--- config.mk ---
export PLATFORM = sky130hd
export DESIGN_NAME = tkmf_ctrl
export DESIGN_NICKNAME = d
export VERILOG_FILES = /design/src/hdl/tkmf_pkg.sv /design/src/hdl/tkmf_ctrl.sv
export SDC_FILE = /design/constraint.sdc
export NUM_CORES = 1
export LEC_CHECK = 0
export BUFFER_PORTS_ARGS = -buffer_cell sky130_fd_sc_hd__clkbuf_2
export CAP_MARGIN = 20
export CORE_UTILIZATION = 30
export CTS_BUF_LIST = sky130_fd_sc_hd__clkbuf_16
export CTS_CLUSTER_DIAMETER = 150
export DETAILED_ROUTE_END_ITERATION = 10
export REMOVE_ABC_BUFFERS = 1
export SYNTH_ARGS = -nofsm -noshare
export SYNTH_HDL_FRONTEND = slang
export SYNTH_SLANG_ARGS = --single-unit
--- constraint.sdc ---
create_clock -name clk_i -period 5.54 [get_ports clk_i]
set_clock_uncertainty 0.2 [all_clocks]
set_input_delay 0.554 -clock clk_i [delete_from_list [all_inputs] [get_ports clk_i]]
set_output_delay 0.554 -clock clk_i [all_outputs]
set_load 0.05 [all_outputs]
--- src/hdl/tkmf_pkg.sv ---
`default_nettype none
package tkmf_pkg;

  localparam int unsigned NodeCountDef   = 4096;
  localparam int unsigned WindowBytesDef = 32;

  localparam int unsigned CharW  = 8;
  localparam int unsigned TypeW  = 2;
  localparam int unsigned StatW  = 2;
  localparam int unsigned CfgIdxW = 3;
  localparam int unsigned CfgW   = 64;
  localparam logic [CharW-1:0] ReplaceRst = 8'd42;

  // request kinds
  typedef enum logic [TypeW-1:0] {
    REQ_KEY_BYTE = 2'd0,
    REQ_KEY_END  = 2'd1,
    REQ_TEXT     = 2'd2,
    REQ_TEXT_END = 2'd3
  } req_e;

  // result status codes
  typedef enum logic [StatW-1:0] {
    ST_TEXT   = 2'd0,
    ST_KEY_OK = 2'd1,
    ST_FULL   = 2'd2,
    ST_EOT    = 2'd3
  } stat_e;

  // config register indexes
  typedef enum logic [CfgIdxW-1:0] {
    CFG_REPLACE = 3'd0,
    CFG_MASK0   = 3'd1,
    CFG_MASK1   = 3'd2,
    CFG_MASK2   = 3'd3,
    CFG_MASK3   = 3'd4
  } cfg_e;

  // node pointer source for the read/walk register
  typedef enum logic [2:0] {
    X_HOLD, X_ROOT, X_CURSOR, X_RDCHILD, X_RDSIB, X_CC, X_COUNT
  } xsel_e;

  typedef enum logic [3:0] {
    S_IDLE, S_KB_START, S_KB_FIRST, S_KB_X, S_KB_ALLOC, S_KB_LINK, S_KEND,
    S_SC_START, S_SC_BYTE, S_SC_SIB, S_DECIDE, S_EMIT, S_END, S_FLUSH
  } state_e;

  typedef struct packed {
    xsel_e x_sel;
    logic  last_clr;
    logic  last_x;
    logic  cursor_x;
    logic  alloc;
    logic  link;
    logic  fail_set;
    logic  kend;
    logic  sc_init;
    logic  i_inc;
    logic  sc_step;
    logic  alive_set;
    logic  alive_val;
    logic  decide;
    logic  trunc_val;
    logic  emit;
    logic  push_end;
    logic  flush;
  } cmd_t;

  typedef struct packed {
    logic x_zero;
    logic key_match;
    logic scan_match;
    logic sib_zero;
    logic cc_zero;
    logic i_eq_fill;
    logic ignored;
    logic fill_zero;
    logic fill_full;
    logic rem_one;
    logic cursor_zero;
    logic count_full;
    logic fail;
    logic alive;
    logic can_push;
    logic can_flush;
  } stat_t;

  // fold A-Z to a-z
  function automatic logic [CharW-1:0] fold(input logic [CharW-1:0] b);
    logic [CharW-1:0] r;
    r = b;
    if (b >= 8'd65 && b <= 8'd90) r = b + 8'd32;
    return r;
  endfunction

endpackage
`default_nettype wire

--- src/hdl/tkmf_ctrl.sv ---
`default_nettype none
module tkmf_ctrl
  import tkmf_pkg::*;
(
  input  wire logic              clk_i,
  input  wire logic              rst_ni,
  input  wire logic              in_valid_i,
  input  wire logic [TypeW-1:0]  in_type_i,
  output logic                   in_ready_o,
  input  wire stat_t             st_i,
  output cmd_t                   cmd_o
);

  state_e state_q, state_d;
  logic   final_q, final_d;

  // state register
  always_ff @(posedge clk_i or negedge rst_ni) begin
    if (!rst_ni) begin
      state_q <= S_IDLE;
      final_q <= 1'b0;
    end else begin
      state_q <= state_d;
      final_q <= final_d;
    end
  end

  // next state and commands
  always_comb begin
    state_d    = state_q;
    final_d    = final_q;
    cmd_o      = '0;
    cmd_o.x_sel = X_HOLD;
    in_ready_o = 1'b0;
    unique case (state_q)
      S_IDLE: begin
        in_ready_o = 1'b1;
        if (in_valid_i) begin
          unique case (req_e'(in_type_i))
            REQ_KEY_BYTE: state_d = S_KB_START;
            REQ_KEY_END:  state_d = S_KEND;
            REQ_TEXT: begin
              final_d = 1'b0;
              state_d = S_SC_START;
            end
            REQ_TEXT_END: begin
              final_d = 1'b1;
              state_d = S_SC_START;
            end
            default: state_d = S_IDLE;
          endcase
        end
      end
      // keyword insert: find child of cursor
      S_KB_START: begin
        cmd_o.last_clr = 1'b1;
        if (st_i.fail) begin
          state_d = S_FLUSH;
        end else if (st_i.cursor_zero) begin
          cmd_o.x_sel = X_ROOT;
          state_d = S_KB_X;
        end else begin
          cmd_o.x_sel = X_CURSOR;
          state_d = S_KB_FIRST;
        end
      end
      S_KB_FIRST: begin
        cmd_o.x_sel = X_RDCHILD;
        state_d = S_KB_X;
      end
      // walk the sibling chain, one node a cycle
      S_KB_X: begin
        if (st_i.x_zero) begin
          state_d = S_KB_ALLOC;
        end else if (st_i.key_match) begin
          cmd_o.cursor_x = 1'b1;
          state_d = S_FLUSH;
        end else begin
          cmd_o.last_x = 1'b1;
          cmd_o.x_sel = X_RDSIB;
        end
      end
      S_KB_ALLOC: begin
        if (st_i.count_full) begin
          cmd_o.fail_set = 1'b1;
          state_d = S_FLUSH;
        end else begin
          cmd_o.alloc = 1'b1;
          cmd_o.x_sel = X_COUNT;
          state_d = S_KB_LINK;
        end
      end
      S_KB_LINK: begin
        cmd_o.link = 1'b1;
        cmd_o.cursor_x = 1'b1;
        state_d = S_FLUSH;
      end
      S_KEND: begin
        if (st_i.can_push) begin
          cmd_o.kend = 1'b1;
          state_d = S_FLUSH;
        end
      end
      // one scan from the window start
      S_SC_START: begin
        cmd_o.sc_init = 1'b1;
        if (st_i.fill_zero) state_d = final_q ? S_END : S_FLUSH;
        else state_d = S_SC_BYTE;
      end
      S_SC_BYTE: begin
        if (st_i.i_eq_fill) begin
          cmd_o.alive_set = 1'b1;
          cmd_o.alive_val = !st_i.cc_zero;
          state_d = S_DECIDE;
        end else if (st_i.ignored) begin
          cmd_o.i_inc = 1'b1;
        end else if (st_i.cc_zero) begin
          cmd_o.alive_set = 1'b1;
          state_d = S_DECIDE;
        end else begin
          cmd_o.x_sel = X_CC;
          state_d = S_SC_SIB;
        end
      end
      S_SC_SIB: begin
        if (st_i.scan_match) begin
          cmd_o.sc_step = 1'b1;
          state_d = S_SC_BYTE;
        end else if (st_i.sib_zero) begin
          cmd_o.alive_set = 1'b1;
          state_d = S_DECIDE;
        end else begin
          cmd_o.x_sel = X_RDSIB;
        end
      end
      S_DECIDE: begin
        if (st_i.alive && !final_q && !st_i.fill_full) begin
          state_d = S_FLUSH;
        end else begin
          cmd_o.decide = 1'b1;
          cmd_o.trunc_val = st_i.alive && !final_q;
          state_d = S_EMIT;
        end
      end
      S_EMIT: begin
        if (st_i.can_push) begin
          cmd_o.emit = 1'b1;
          if (st_i.rem_one) state_d = S_SC_START;
        end
      end
      S_END: begin
        if (st_i.can_push) begin
          cmd_o.push_end = 1'b1;
          state_d = S_FLUSH;
        end
      end
      S_FLUSH: begin
        if (st_i.can_flush) begin
          cmd_o.flush = 1'b1;
          state_d = S_IDLE;
        end
      end
      default: state_d = S_IDLE;
    endcase
  end

endmodule
`default_nettype wire

==> metrics.txt <==
# resized after CTS=0; unrepaired setup endpoints after global routing=false; Worst EP arrival=2240 ps; drt first pass iters=4; design area=1090 sq um; share of layout cells above drive strength 1=36.4%; Pwr Density=614 nW/um^2; Port Buffers=between 40 and 50; DR vias=988; Rows=18; Die Span X=54.3 microns; Switching Fraction=53.5%; crit share post-route=54.1%; final slew viol count=0; Seq cells post-synth=5; H-tree depth=1; first-pass GRT wire length=3.95 mm; Chip Height=54.3 microns; power share of the combinational group=63.8%; met3 wire len=180 microns; Max-Cap Viols=0; Starting Density=32.5%; Fillers=282; Clock Power Share=between 10% and 20%; CP Max Fanout=21; clk buf depth=2; WL met1=1.11 mm; CP startpoint kind=register; async set-reset flop share out of synthesis=100%; Reg clk slew, reported paths=30 ps; Die Area=2950 sq um; DP HPWL=around 1.8 mm; Post-CTS Setup Inserts=0; Seq/Total Area, Yosys=15.2%; count of cell types in the netlist=43; slew at the pin closest to its max-slew limit=662 ps; Skew-Pair Late Insertion Delay=230 ps; CP cell instances=nand2b_1 > nor3_1 > a21oi_2 > nand2_1 > clkbuf_2; core footprint=2520 sq um; via-per-instance ratio=about 5.4; Met2 Routed Length=1.05 mm; Setup Viol. Count Final=0; DRT antenna net count=0; Seq pwr share=18.9%; Remaining DRCs=0; Fmax=334 MHz; Max-slew headroom=55.9%; Syn-to-layout area delta=33.4%; Post-synth EDFFs=0; Internal=313 uW; Peak supply drop=about 0.36 mV; routability cong.=between 0.8 and 0.9; crit path time final=between 2000 and 3000 ps; status=finished, final reports clean; Nets=~180; CTS tree=done; ys flop type=dfrtp_1; Avg Cell Area, Syn=7.08 sq um; largest net degree at the start of global routing=23; routed wire length=approximately 2.3 mm; setup_tns=0 ps; top cells by area, synth=dfrtp_1 (15%), nor2_1 (7.8%), nand2b_1 (6.1%); DR WL/cell=12.7 microns; Antenna Cells=0; Hold Path Class=register to register; IO Pins=42; CTS Buf Count=3; Post-Syn Instances=approximately 120; Leak=0.525 nW; clk sinks=5; top cell type's share of synthesized area=15.2%; Root Buffer=clkbuf_16; CP peak stage delay=760 ps; Top Layer Used=met3; critical path class=register to output pin; Synth Warn #=0; initial antenna violation count=0; GR Overflow Total=0; P_sw=between 300 and 400 uW; GRT Total Usage=a little under a fifth; count of final hold-check violations=0; hold bufs inserted after CTS=1; Mapped Area=821 sq um; Data required, critical path=approximately 4800 ps; vias in the first global route=853; slowest CP cell=dfrtp_1; Area after DPL=1010 sq um; post-synth top area cell=dfrtp_1; CP Capture Type=output pin; Initial DRC Count=39
-- placed cells by master (no fill, tap or decap), types with 2 or more instances in the layout --
cell / instances
o21ai_0: 8
nor3_1: 4
clkbuf_2: 41
nor2_1: 17
dfrtp_1: 5
nand2_1: 11
a41o_1: 2
o22ai_1: 2
nand2b_1: 8
clkbuf_16: 3
mux2_4: 2
nand3b_1: 3
a21oi_1: 8
nor3b_1: 3
nor4_1: 3
inv_1: 6
o21a_1: 2
-- registers in the layout, indices dropped and copies added, names as in the netlist --
register	count
final_q	1
state_q	4
-- final cells by class --
class	instances	area [sq um]	share of cell area (%)
Clock buffer	3	75.1	6.86
Sequential cell	5	125	11.4
Multi-Input combinational cell	97	616	56.2
Clock inverter	1	3.75	0.343
Tap cell	30	37.5	3.43
Timing Repair Buffer	42	215	19.7
Inverter	6	22.5	2.06
-- synthesized netlist by cell type (2+ instances only) --
library cell and n:
buf_4 2, o21a_1 2, nor3_1 4, nand2b_1 8, dfrtp_1 5, nand2_1 11, o21ai_0 8, o22ai_1 2
nand3b_1 3, nor3b_1 3, nor4_1 3, buf_2 4, nor2_1 17, a21oi_1 8, a41o_1 2, buf_6 2
inv_1 5, mux2_4 2
-- routing by layer --
metal  GRT usage (%)  vias up
met5               0        -
met4            3.85        0
met3            4.44        0
met2            28.0       45
met1            26.2      442
li1                -      501
-- through the flow --
stage                     instances  hold slack [ps]  power, mW  utilization [%]  setup WS (ps)
after global placement          179              172      0.555             39.9           2860
after global routing            184              393      0.726             43.4           2390
after CTS                       184              349      0.673             43.4           2570
after detailed placement        179              173      0.552             39.9           2810
final                           184              353      0.672             43.4           2540
after floorplan                 108             58.4      0.453                -           1870
-- power groups by stage --
stage	registers, mW	logic [mW]	clock network (mW)
floorplan	0.106	0.347	0
global placement	0.126	0.429	0
detailed placement	0.126	0.426	0
CTS	0.126	0.430	0.118
global route	0.134	0.468	0.124
finish	0.127	0.429	0.116
-- cells by family after synthesis --
logic type	after synthesis	synth area share, %
AOI/OAI and AO/OA	32	27.1
DFF	5	15.2
muxes	2	3.66
buffers and inverters	14	9.76
and+or+nand+nor	63	44.2
-- worst max-delay path, delay by kind of cell (launching register included) --
kind	cells	cell delay, ps
AO/OA/AOI/OAI	1	160
buffers and inverters	1	270
flip-flops	1	760
AND/OR/NAND/NOR	3	840
-- final timing paths --
path / from / slack, ps / end / cells after the start
worst max-delay path: state_q[0]$_DFFE_PN0P_ / 2540 / cmd_o[19] / 5
worst min-delay path: final_q$_DFFE_PN0P_ / 350 / final_q$_DFFE_PN0P_ / 2
worst max register to register: state_q[0]$_DFFE_PN0P_ / 3100 / state_q[2]$_DFFE_PN0P_ / 5
worst min register to register: final_q$_DFFE_PN0P_ / 350 / final_q$_DFFE_PN0P_ / 2
max in group asynchronous: rst_ni / 4540 / state_q[0]$_DFFE_PN0P_ / 2
min in group asynchronous: rst_ni / 470 / final_q$_DFFE_PN0P_ / 2
Power figures use the tool's default switching activity.
